### src/rtl/core/urrb_pkg.sv
// Shared types and constants for the UART receive ring buffer tracker.
`timescale 1ns / 1ps

package urrb_pkg;

  // Default ring size; the top level hands it down as BUF_SIZE.
  localparam int BUF_SIZE_DEF = 64;

  // Fixed field widths of the stream payloads.
  localparam int BYTE_W  = 8;
  localparam int LIMIT_W = 7;
  localparam int AVAIL_W = 7;
  localparam int FLAG_W  = 3;

  // Fault flag bit positions.
  localparam int FLAG_OVF  = 0;
  localparam int FLAG_XFER = 1;
  localparam int FLAG_LINE = 2;

  // Error kind codes carried with an error event.
  localparam logic ERR_LINE = 1'b0;
  localparam logic ERR_XFER = 1'b1;

  // Command queue between the front and the back.
  localparam int CMDQ_DEPTH = 2;
  localparam int CMDQ_PW    = $clog2(CMDQ_DEPTH);
  localparam int CMDQ_CW    = $clog2(CMDQ_DEPTH + 1);

  typedef enum logic [2:0] {
    REQ_BYTE   = 3'd0,
    REQ_READ   = 3'd1,
    REQ_ERROR  = 3'd2,
    REQ_FLUSH  = 3'd3,
    REQ_STATUS = 3'd4
  } req_t;

  typedef struct packed {
    req_t                kind;
    logic [BYTE_W-1:0]   rx_byte;
    logic [LIMIT_W-1:0]  read_limit;
    logic                error_kind;
  } cmd_t;

  typedef struct packed {
    logic [BYTE_W-1:0]  data_byte;
    logic               data_valid;
    logic               last;
    logic [AVAIL_W-1:0] available;
    logic [FLAG_W-1:0]  flags;
  } result_t;

endpackage

### src/rtl/core/uart_rx_ring_buffer_tracker_core.sv
// Top level of the UART receive ring buffer tracker.
`timescale 1ns / 1ps
//
// Requests enter on the in_ stream: in_tuser selects byte arrival, read, error
// event, flush or status query; in_tdata carries the byte, read limit and
// error kind. Results leave on the out_ stream, one transaction per byte read,
// or a single transaction without data for a status query or an empty read;
// out_tlast marks the final result of a request.
// A request passes a two-entry command queue before the back end runs it, so
// with an idle back end the first result of a request appears in the cycle
// after the request leaves the queue.
// Byte arrival, error event and flush are taken without waiting on the receiver.
// A read streams its bytes one after another, paced by the single read port of
// the ring memory; the back end takes no new command until the read is done.
// Reset clears the positions, fill count, fault flags and queue; the ring
// contents are undefined until written.
// When the receiver stalls, the result register holds, the next read or status
// query waits in the back end, and in_tready drops once the command queue is
// full.
module uart_rx_ring_buffer_tracker_core #(
  parameter int BUF_SIZE = urrb_pkg::BUF_SIZE_DEF
) (
  input  logic        clk,
  input  logic        rst_n,
  input  logic        in_tvalid,
  output logic        in_tready,
  input  logic [15:0] in_tdata,  // rx_byte[7:0], read_limit[14:8], error_kind[15]
  input  logic [2:0]  in_tuser,  // req_type[2:0]
  output logic        out_tvalid,
  input  logic        out_tready,
  // data_byte[7:0], available[14:8], overflow_flag[15], transfer_fault_flag[16],
  // line_fault_flag[17], zero[23:18]
  output logic [23:0] out_tdata,
  output logic        out_tuser, // data_valid
  output logic        out_tlast
);

  logic              cmd_valid;
  logic              cmd_ready;
  urrb_pkg::cmd_t    cmd;
  urrb_pkg::result_t res;

  urrb_front u_front (
    .clk      (clk),
    .rst_n    (rst_n),
    .in_tvalid(in_tvalid),
    .in_tready(in_tready),
    .in_tdata (in_tdata),
    .in_tuser (in_tuser),
    .cmd_valid(cmd_valid),
    .cmd_ready(cmd_ready),
    .cmd      (cmd)
  );

  urrb_back #(
    .BUF_SIZE(BUF_SIZE)
  ) u_back (
    .clk      (clk),
    .rst_n    (rst_n),
    .cmd_valid(cmd_valid),
    .cmd_ready(cmd_ready),
    .cmd      (cmd),
    .res_valid(out_tvalid),
    .res_ready(out_tready),
    .res      (res)
  );

  assign out_tdata = {6'd0,
                      res.flags[urrb_pkg::FLAG_LINE],
                      res.flags[urrb_pkg::FLAG_XFER],
                      res.flags[urrb_pkg::FLAG_OVF],
                      res.available,
                      res.data_byte};
  assign out_tuser = res.data_valid;
  assign out_tlast = res.last;

  // A byte is only ever delivered while no fault is set.
  a_data_no_fault: assert property (@(posedge clk) disable iff (!rst_n)
    out_tvalid && out_tuser |-> out_tdata[17:15] == 3'd0)
    else $error("data result delivered with a fault flag set");

  // Any fault hides the pending count.
  a_fault_hides_avail: assert property (@(posedge clk) disable iff (!rst_n)
    out_tvalid && (out_tdata[17:15] != 3'd0) |-> out_tdata[14:8] == 7'd0)
    else $error("available nonzero while a fault flag is set");

  // A result without data is always a lone, final result with a zero byte.
  a_nodata_last: assert property (@(posedge clk) disable iff (!rst_n)
    out_tvalid && !out_tuser |-> out_tlast && out_tdata[7:0] == 8'd0)
    else $error("result without data is not last or carries a byte");

endmodule

### src/rtl/core/urrb_ram.sv
// Generic single-write, single-read RAM with a registered read port.
`timescale 1ns / 1ps

module urrb_ram #(
  parameter int WIDTH = 8,
  parameter int DEPTH = 64
) (
  input  logic                     clk,
  input  logic                     we,
  input  logic [$clog2(DEPTH)-1:0] waddr,
  input  logic [WIDTH-1:0]         wdata,
  input  logic                     re,
  input  logic [$clog2(DEPTH)-1:0] raddr,
  output logic [WIDTH-1:0]         rdata
);

  logic [WIDTH-1:0] mem_r [DEPTH];
  logic [WIDTH-1:0] rdata_r;

  always_ff @(posedge clk) begin
    if (we) begin
      mem_r[waddr] <= wdata;
    end
    if (re) begin
      rdata_r <= mem_r[raddr];
    end
  end

  assign rdata = rdata_r;

endmodule

### src/rtl/core/urrb_front.sv
// Front end: accepts requests, drops unknown codes and queues commands.
`timescale 1ns / 1ps

module urrb_front (
  input  logic                   clk,
  input  logic                   rst_n,
  input  logic                   in_tvalid,
  output logic                   in_tready,
  input  logic [15:0]            in_tdata,
  input  logic [2:0]             in_tuser,
  output logic                   cmd_valid,
  input  logic                   cmd_ready,
  output urrb_pkg::cmd_t         cmd
);

  urrb_pkg::cmd_t                 q_r [urrb_pkg::CMDQ_DEPTH];
  logic [urrb_pkg::CMDQ_PW-1:0]   wr_ptr_r, wr_ptr_nxt;
  logic [urrb_pkg::CMDQ_PW-1:0]   rd_ptr_r, rd_ptr_nxt;
  logic [urrb_pkg::CMDQ_CW-1:0]   cnt_r, cnt_nxt;
  logic                           known;
  logic                           push;
  logic                           pop;
  urrb_pkg::cmd_t                 new_cmd;

  always_comb begin
    unique case (in_tuser) inside
      urrb_pkg::REQ_BYTE, urrb_pkg::REQ_READ, urrb_pkg::REQ_ERROR,
      urrb_pkg::REQ_FLUSH, urrb_pkg::REQ_STATUS: known = 1'b1;
      default: known = 1'b0;
    endcase
  end

  always_comb begin
    new_cmd.kind       = urrb_pkg::req_t'(in_tuser);
    new_cmd.rx_byte    = in_tdata[7:0];
    new_cmd.read_limit = in_tdata[14:8];
    new_cmd.error_kind = in_tdata[15];
  end

  assign in_tready = (cnt_r != urrb_pkg::CMDQ_CW'(urrb_pkg::CMDQ_DEPTH));
  // Unknown request codes are taken from the bus and discarded here.
  assign push      = in_tvalid && in_tready && known;
  assign cmd_valid = (cnt_r != '0);
  assign pop       = cmd_valid && cmd_ready;
  assign cmd       = q_r[rd_ptr_r];

  always_comb begin
    wr_ptr_nxt = push ? wr_ptr_r + 1'b1 : wr_ptr_r;
    rd_ptr_nxt = pop ? rd_ptr_r + 1'b1 : rd_ptr_r;
    case ({push, pop})
      2'b10:   cnt_nxt = cnt_r + 1'b1;
      2'b01:   cnt_nxt = cnt_r - 1'b1;
      default: cnt_nxt = cnt_r;
    endcase
  end

  always_ff @(posedge clk) begin
    if (push) begin
      q_r[wr_ptr_r] <= new_cmd;
    end
    if (!rst_n) begin
      wr_ptr_r <= '0;
      rd_ptr_r <= '0;
      cnt_r    <= '0;
    end else begin
      wr_ptr_r <= wr_ptr_nxt;
      rd_ptr_r <= rd_ptr_nxt;
      cnt_r    <= cnt_nxt;
    end
  end

endmodule

### src/rtl/core/urrb_back.sv
// Back end: ring store, positions, fill count, fault flags and result register.
`timescale 1ns / 1ps

module urrb_back #(
  parameter int BUF_SIZE = urrb_pkg::BUF_SIZE_DEF
) (
  input  logic              clk,
  input  logic              rst_n,
  input  logic              cmd_valid,
  output logic              cmd_ready,
  input  urrb_pkg::cmd_t    cmd,
  output logic              res_valid,
  input  logic              res_ready,
  output urrb_pkg::result_t res
);

  localparam int PTR_W  = $clog2(BUF_SIZE);
  localparam int FILL_W = $clog2(BUF_SIZE + 2);
  localparam int AW     = urrb_pkg::AVAIL_W;

  typedef enum logic {
    ST_IDLE,
    ST_STREAM
  } state_t;

  state_t                          state_r, state_nxt;
  logic [PTR_W-1:0]                wr_pos_r, wr_pos_nxt;
  logic [PTR_W-1:0]                rd_pos_r, rd_pos_nxt;
  logic [PTR_W-1:0]                rd_addr_r, rd_addr_nxt;
  logic [FILL_W-1:0]               fill_r, fill_nxt;
  logic [urrb_pkg::FLAG_W-1:0]     flags_r, flags_nxt;
  logic [AW-1:0]                   remain_r, remain_nxt;
  logic                            out_valid_r, out_valid_nxt;
  logic                            out_dv_r, out_dv_nxt;
  logic                            out_last_r, out_last_nxt;
  logic [AW-1:0]                   out_avail_r, out_avail_nxt;
  logic [urrb_pkg::FLAG_W-1:0]     out_flags_r, out_flags_nxt;

  logic                            adv;
  logic                            ram_we;
  logic                            ram_re;
  logic [PTR_W-1:0]                ram_raddr;
  logic [urrb_pkg::BYTE_W-1:0]     ram_q;
  logic [AW-1:0]                   fill_w;
  logic [AW-1:0]                   avail_now;
  logic [AW-1:0]                   room;
  logic [AW-1:0]                   chunk;
  logic [AW-1:0]                   chunk_a;
  logic [AW-1:0]                   rd_end;
  logic                            empty_rd;

  urrb_ram #(
    .WIDTH(urrb_pkg::BYTE_W),
    .DEPTH(BUF_SIZE)
  ) u_ring (
    .clk  (clk),
    .we   (ram_we),
    .waddr(wr_pos_r),
    .wdata(cmd.rx_byte),
    .re   (ram_re),
    .raddr(ram_raddr),
    .rdata(ram_q)
  );

  // The result register may be reloaded when it is empty or being taken.
  assign adv       = !out_valid_r || res_ready;
  assign fill_w    = AW'(fill_r);
  assign avail_now = (flags_r != '0) ? '0 : fill_w;
  assign empty_rd  = (flags_r != '0) || (cmd.read_limit == '0) || (fill_r == '0);

  // A chunk never runs past the end of the store.
  always_comb begin
    room    = AW'(BUF_SIZE) - AW'(rd_pos_r);
    chunk_a = (fill_w < cmd.read_limit) ? fill_w : cmd.read_limit;
    chunk   = (chunk_a > room) ? room : chunk_a;
    rd_end  = AW'(rd_pos_r) + chunk;
  end

  always_comb begin
    if (state_r != ST_IDLE) begin
      cmd_ready = 1'b0;
    end else begin
      case (cmd.kind) inside
        urrb_pkg::REQ_READ, urrb_pkg::REQ_STATUS: cmd_ready = adv;
        default:                                  cmd_ready = 1'b1;
      endcase
    end
  end

  always_comb begin
    state_nxt     = state_r;
    wr_pos_nxt    = wr_pos_r;
    rd_pos_nxt    = rd_pos_r;
    rd_addr_nxt   = rd_addr_r;
    fill_nxt      = fill_r;
    flags_nxt     = flags_r;
    remain_nxt    = remain_r;
    out_valid_nxt = out_valid_r && !res_ready;
    out_dv_nxt    = out_dv_r;
    out_last_nxt  = out_last_r;
    out_avail_nxt = out_avail_r;
    out_flags_nxt = out_flags_r;
    ram_we        = 1'b0;
    ram_re        = 1'b0;
    ram_raddr     = rd_addr_r;

    unique case (state_r)
      ST_IDLE: begin
        if (cmd_valid && cmd_ready) begin
          unique case (cmd.kind)
            urrb_pkg::REQ_BYTE: begin
              ram_we     = 1'b1;
              wr_pos_nxt = (wr_pos_r == PTR_W'(BUF_SIZE - 1)) ? '0 : wr_pos_r + 1'b1;
              if (fill_r >= FILL_W'(BUF_SIZE)) begin
                flags_nxt[urrb_pkg::FLAG_OVF] = 1'b1;
              end
              if (fill_r <= FILL_W'(BUF_SIZE)) begin
                fill_nxt = fill_r + 1'b1;
              end
            end
            urrb_pkg::REQ_ERROR: begin
              if (cmd.error_kind == urrb_pkg::ERR_XFER) begin
                flags_nxt[urrb_pkg::FLAG_XFER] = 1'b1;
              end else begin
                flags_nxt[urrb_pkg::FLAG_LINE] = 1'b1;
              end
            end
            urrb_pkg::REQ_FLUSH: begin
              wr_pos_nxt = '0;
              rd_pos_nxt = '0;
              fill_nxt   = '0;
              flags_nxt  = '0;
            end
            urrb_pkg::REQ_STATUS: begin
              out_valid_nxt = 1'b1;
              out_dv_nxt    = 1'b0;
              out_last_nxt  = 1'b1;
              out_avail_nxt = avail_now;
              out_flags_nxt = flags_r;
            end
            urrb_pkg::REQ_READ: begin
              out_valid_nxt = 1'b1;
              out_flags_nxt = flags_r;
              if (empty_rd) begin
                out_dv_nxt    = 1'b0;
                out_last_nxt  = 1'b1;
                out_avail_nxt = avail_now;
              end else begin
                // Commit the whole chunk now; every result shows the state after it.
                ram_re        = 1'b1;
                ram_raddr     = rd_pos_r;
                rd_addr_nxt   = rd_pos_r + 1'b1;
                remain_nxt    = chunk - 1'b1;
                fill_nxt      = fill_r - FILL_W'(chunk);
                rd_pos_nxt    = (rd_end == AW'(BUF_SIZE)) ? '0 : PTR_W'(rd_end);
                out_dv_nxt    = 1'b1;
                out_last_nxt  = (chunk == AW'(1));
                out_avail_nxt = fill_w - chunk;
                if (chunk != AW'(1)) begin
                  state_nxt = ST_STREAM;
                end
              end
            end
            default: begin
            end
          endcase
        end
      end
      ST_STREAM: begin
        if (adv) begin
          ram_re        = 1'b1;
          rd_addr_nxt   = rd_addr_r + 1'b1;
          remain_nxt    = remain_r - 1'b1;
          out_valid_nxt = 1'b1;
          out_dv_nxt    = 1'b1;
          out_last_nxt  = (remain_r == AW'(1));
          if (remain_r == AW'(1)) begin
            state_nxt = ST_IDLE;
          end
        end
      end
      default: begin
        state_nxt = ST_IDLE;
      end
    endcase
  end

  always_ff @(posedge clk) begin
    rd_addr_r   <= rd_addr_nxt;
    remain_r    <= remain_nxt;
    out_dv_r    <= out_dv_nxt;
    out_last_r  <= out_last_nxt;
    out_avail_r <= out_avail_nxt;
    out_flags_r <= out_flags_nxt;
    if (!rst_n) begin
      state_r     <= ST_IDLE;
      wr_pos_r    <= '0;
      rd_pos_r    <= '0;
      fill_r      <= '0;
      flags_r     <= '0;
      out_valid_r <= 1'b0;
    end else begin
      state_r     <= state_nxt;
      wr_pos_r    <= wr_pos_nxt;
      rd_pos_r    <= rd_pos_nxt;
      fill_r      <= fill_nxt;
      flags_r     <= flags_nxt;
      out_valid_r <= out_valid_nxt;
    end
  end

  assign res_valid      = out_valid_r;
  assign res.data_byte  = out_dv_r ? ram_q : '0;
  assign res.data_valid = out_dv_r;
  assign res.last       = out_last_r;
  assign res.available  = out_avail_r;
  assign res.flags      = out_flags_r;

endmodule
### config.mk
export PLATFORM = sky130hd
export DESIGN_NAME = uart_rx_ring_buffer_tracker_core
export DESIGN_NICKNAME = d
export VERILOG_FILES = /design/src/rtl/core/urrb_pkg.sv /design/src/rtl/core/uart_rx_ring_buffer_tracker_core.sv /design/src/rtl/core/urrb_ram.sv /design/src/rtl/core/urrb_front.sv /design/src/rtl/core/urrb_back.sv
export SDC_FILE = /design/constraint.sdc
export NUM_CORES = 1
export LEC_CHECK = 0
export ABC_AREA = 1
export BUFFER_PORTS_ARGS = -buffer_cell sky130_fd_sc_hd__buf_2
export CORE_MARGIN = 1
export CORE_UTILIZATION = 35
export CTS_BUF_LIST = sky130_fd_sc_hd__clkbuf_8 sky130_fd_sc_hd__clkbuf_16
export CTS_CLUSTER_DIAMETER = 60
export DETAILED_ROUTE_END_ITERATION = 10
export PLACE_DENSITY = 0.46
export SLEW_MARGIN = 20
export SYNTH_ARGS = -nofsm -noshare
export SYNTH_HDL_FRONTEND = slang
export SYNTH_SLANG_ARGS = --single-unit
### constraint.sdc
create_clock -name clk -period 12.7 [get_ports clk]
set_input_delay 0.635 -clock clk [delete_from_list [all_inputs] [get_ports clk]]
set_output_delay 0.635 -clock clk [all_outputs]
set_load 0.01 [all_outputs]
==> run metrics <==
status finished clean; gr usage total 19.4%; Power Density 221 nW/um^2; final hold vios 0; P_sw roughly 0.0027 W; via count 19,306; hpwl dp between 40,000 and 50,000 um; hold depth 1; Detailed Route Iter0 Violations approximately 1,400; worst r2r dst u_back.out_avail_r[6]$_DFFE_PP_; vias in the first global route 18,799; WHS Endpoint u_front.q_r[0][8]$_DFFE_PP_; FP Rows just over 100; die area approximately 80,000 um^2; combinational power share around a third; Mapped Cells around 2,800; crit path launch type flop; Req. time, crit path roughly 13 ns; most frequent cell after synthesis nand2_1; Worst-path clk slew 0.05 ns; design internal power 0.00434 W; sequential element share of the synthesized area between 60% and 70%; Worst Tran Pin Value around 1.1 ns; 1st-pass router iterations 5; Final Instance Area 31,600 um^2; peak supply drop 132 uV; clock share of power between 20% and 30%; WL/cell 19.9 um; number of flops mapped to enable cells by yosys around 580; Vias per Instance 4.88; DRC violation count after routing 0; Worst Min Path Start in_tdata[0]; Critical Path Slowest Stage Cell dfxtp_1; fin nets roughly 2,900; hold_ws roughly 0.21 ns; Area after DPL roughly 29,000 um^2; cell taking the most area after synthesis edfxtp_1; Max Slew Vio Count 0; hold_buf cts 0; Setup TNS 0 ns; Critical Path AT 6.29 ns; post_cts resized 0; Synth-to-Final Area Change 12.2%; Top cell by count, worst path nor2_1; global route overflow 0; CTS sink cnt 612; relative slew slack 28.9%; FF+latch count, synth 612; post-route core utilization 39.8%; Max Cap Violations 0; Setup CP Type flop to flop; worst-skew pair later-pin latency 0.62 ns; core area 79,400 um^2; synthesized area 28,200 um^2; Antenna Cells 0; Worst Hold Class input pin to flop; top_reg_cell synth edfxtp_1; Root Driver clkbuf_16; CTS tree done; Starting Density 35.5%; Switching Fraction 38.0%; unrepaired setup endpoints after global routing false; register share of total power between 30% and 40%; Post-synth top cells nand2_1 (731), edfxtp_1 (583), nand3_1 (510); crit-path max FO 22; gp weighted congestion 0.822; H-tree level count 3; Reg2Reg Setup Slack a little under 7 ns; number of buffers created by CTS 73; Post-CTS Setup Repair Bufs 0; Final ANT Viol Nets 0; final setup violation count 0; Top Ports 51; share of cells above drive strength 1 between 6 and 7%; Synth cell types 44; Synth top area share 62.1%; Worst path max stage delay ~0.76 ns; I/O Buffers 44; initial antenna violation count 0; worst r2r path cells 29; Routed WL ~79,000 um; minimum clock period after layout 5.93 ns; top post-synthesis cells by area edfxtp_1 (62%), nand2_1 (9.7%), nand3_1 (9.1%), inv_1 (6.2%), dfxtp_1 (2.1%); DIE WIDTH roughly 290 um; die height about 290 um; first-pass GRT wire length 119,000 um; Synth Warn # 0; clk buf depth 3; Max Clock Freq 0.169 GHz; Max Clock Skew 0.0251 ns; fraction of registers with async set/reset 0%; LEAKAGE ~13 nW; average cell area after synthesis 9.96 um^2; largest net degree at the start of global routing 96; Worst setup EP type flop; Period Utilization, post-route 46.7%
-- worst max-delay path by stage --
stage                                       to  slack, ns  cells after the start
2_1_floorplan  u_back.out_avail_r[6]$_DFFE_PP_       8.07                     34
3_3_place_gp   u_back.out_avail_r[6]$_DFFE_PP_       6.80                     31
3_5_place_dp   u_back.out_avail_r[6]$_DFFE_PP_       6.76                     29
4_1_cts        u_back.out_avail_r[6]$_DFFE_PP_       6.74                     29
5_1_grt        u_back.out_avail_r[6]$_DFFE_PP_       6.05                     29
6_report       u_back.out_avail_r[6]$_DFFE_PP_       6.77                     29
-- routing by layer --
layer	up-vias	routed length, um	track usage [%]
li1	9379	-	-
met3	115	3940	3.07
met2	497	36300	31.2
met5	-	0	0
met4	0	2080	5.67
met1	9315	36500	26.9
-- placed cells by master (no fill, tap or decap), drive strengths merged, types with 3 or more instances in the layout --
master	Yosys	final
clkinv	4	18
clkinvlp	0	3
o21bai	3	3
a31oi	7	7
or2	4	4
inv	468	499
nand2	738	738
o32ai	4	4
o21ai	60	60
ha	35	35
a21oi	45	45
dfxtp	29	29
buf	118	74
bufinv	0	3
nor2	126	126
edfxtp	583	583
xor2	8	8
nand3	511	511
nand3b	49	49
conb	1	6
nor3b	3	3
nor3	6	6
clkbuf	11	77
-- logic make-up after synthesis --
group | share of synthesized area [%]
flip-flops | 64.2
AO/OA/AOI/OAI | 2.44
buffers and inverters | 8.82
multiplexers | 0.0355
AND/OR/NAND/NOR | 22.5
other | 0.0133
XOR/XNOR | 0.311
adder cells (fa/ha/maj) | 1.70
-- cell type report --
type                            count  area [um^2]
Fill cell                        7788        47800
Sequential cell                   612        18100
Multi-Input combinational cell   1620         7700
Clock buffer                       77         1920
Inverter                          472         1770
Tap cell                         1050         1310
Timing Repair Buffer               74          465
Clock inverter                     51          348
-- metrics by stage --
stage	instances	power (W)	setup WS [ns]
2_1_floorplan	2833	0.00423	8.07
3_3_place_gp	3827	0.00505	6.80
3_5_place_dp	3828	0.00506	6.76
4_1_cts	3956	0.00707	6.74
5_1_grt	3956	0.00741	6.05
6_report	3956	0.00700	6.77
-- registers in the layout, summed over array words and instances (netlist names), 2 cells and up, named ones only --
| register | cells |
|---|---|
| u_back.fill_r | 7 |
| u_back.flags_r | 3 |
| u_back.out_avail_r | 7 |
| u_back.out_flags_r | 3 |
| u_back.rd_addr_r | 6 |
| u_back.rd_pos_r | 6 |
| u_back.remain_r | 7 |
| u_back.u_ring.mem_r | 512 |
| u_back.u_ring.rdata | 8 |
| u_back.wr_pos_r | 6 |
| u_front.cnt_r | 2 |
| u_front.q_r | 38 |
-- critical path, delay by kind of cell (launching register included) --
kind,cells,cell delay [ns]
adders and majority gates,4,1.41
buffers and inverters,2,0.37
and+or+nand+nor,14,1.38
xor gates and xnor gates,2,0.33
DFF,1,0.76
AOI/OAI and AO/OA,7,1.41
-- power groups by stage --
stage / combinational, W / clock [W] / sequential (W)
CTS: 0.00241 / 0.00204 / 0.00262
floorplan: 0.00160 / 0 / 0.00264
global route: 0.00268 / 0.00211 / 0.00263
detailed placement: 0.00240 / 0 / 0.00266
global placement: 0.00239 / 0 / 0.00266
finish: 0.00239 / 0.00199 / 0.00262
Power figures use the tool's default switching activity.
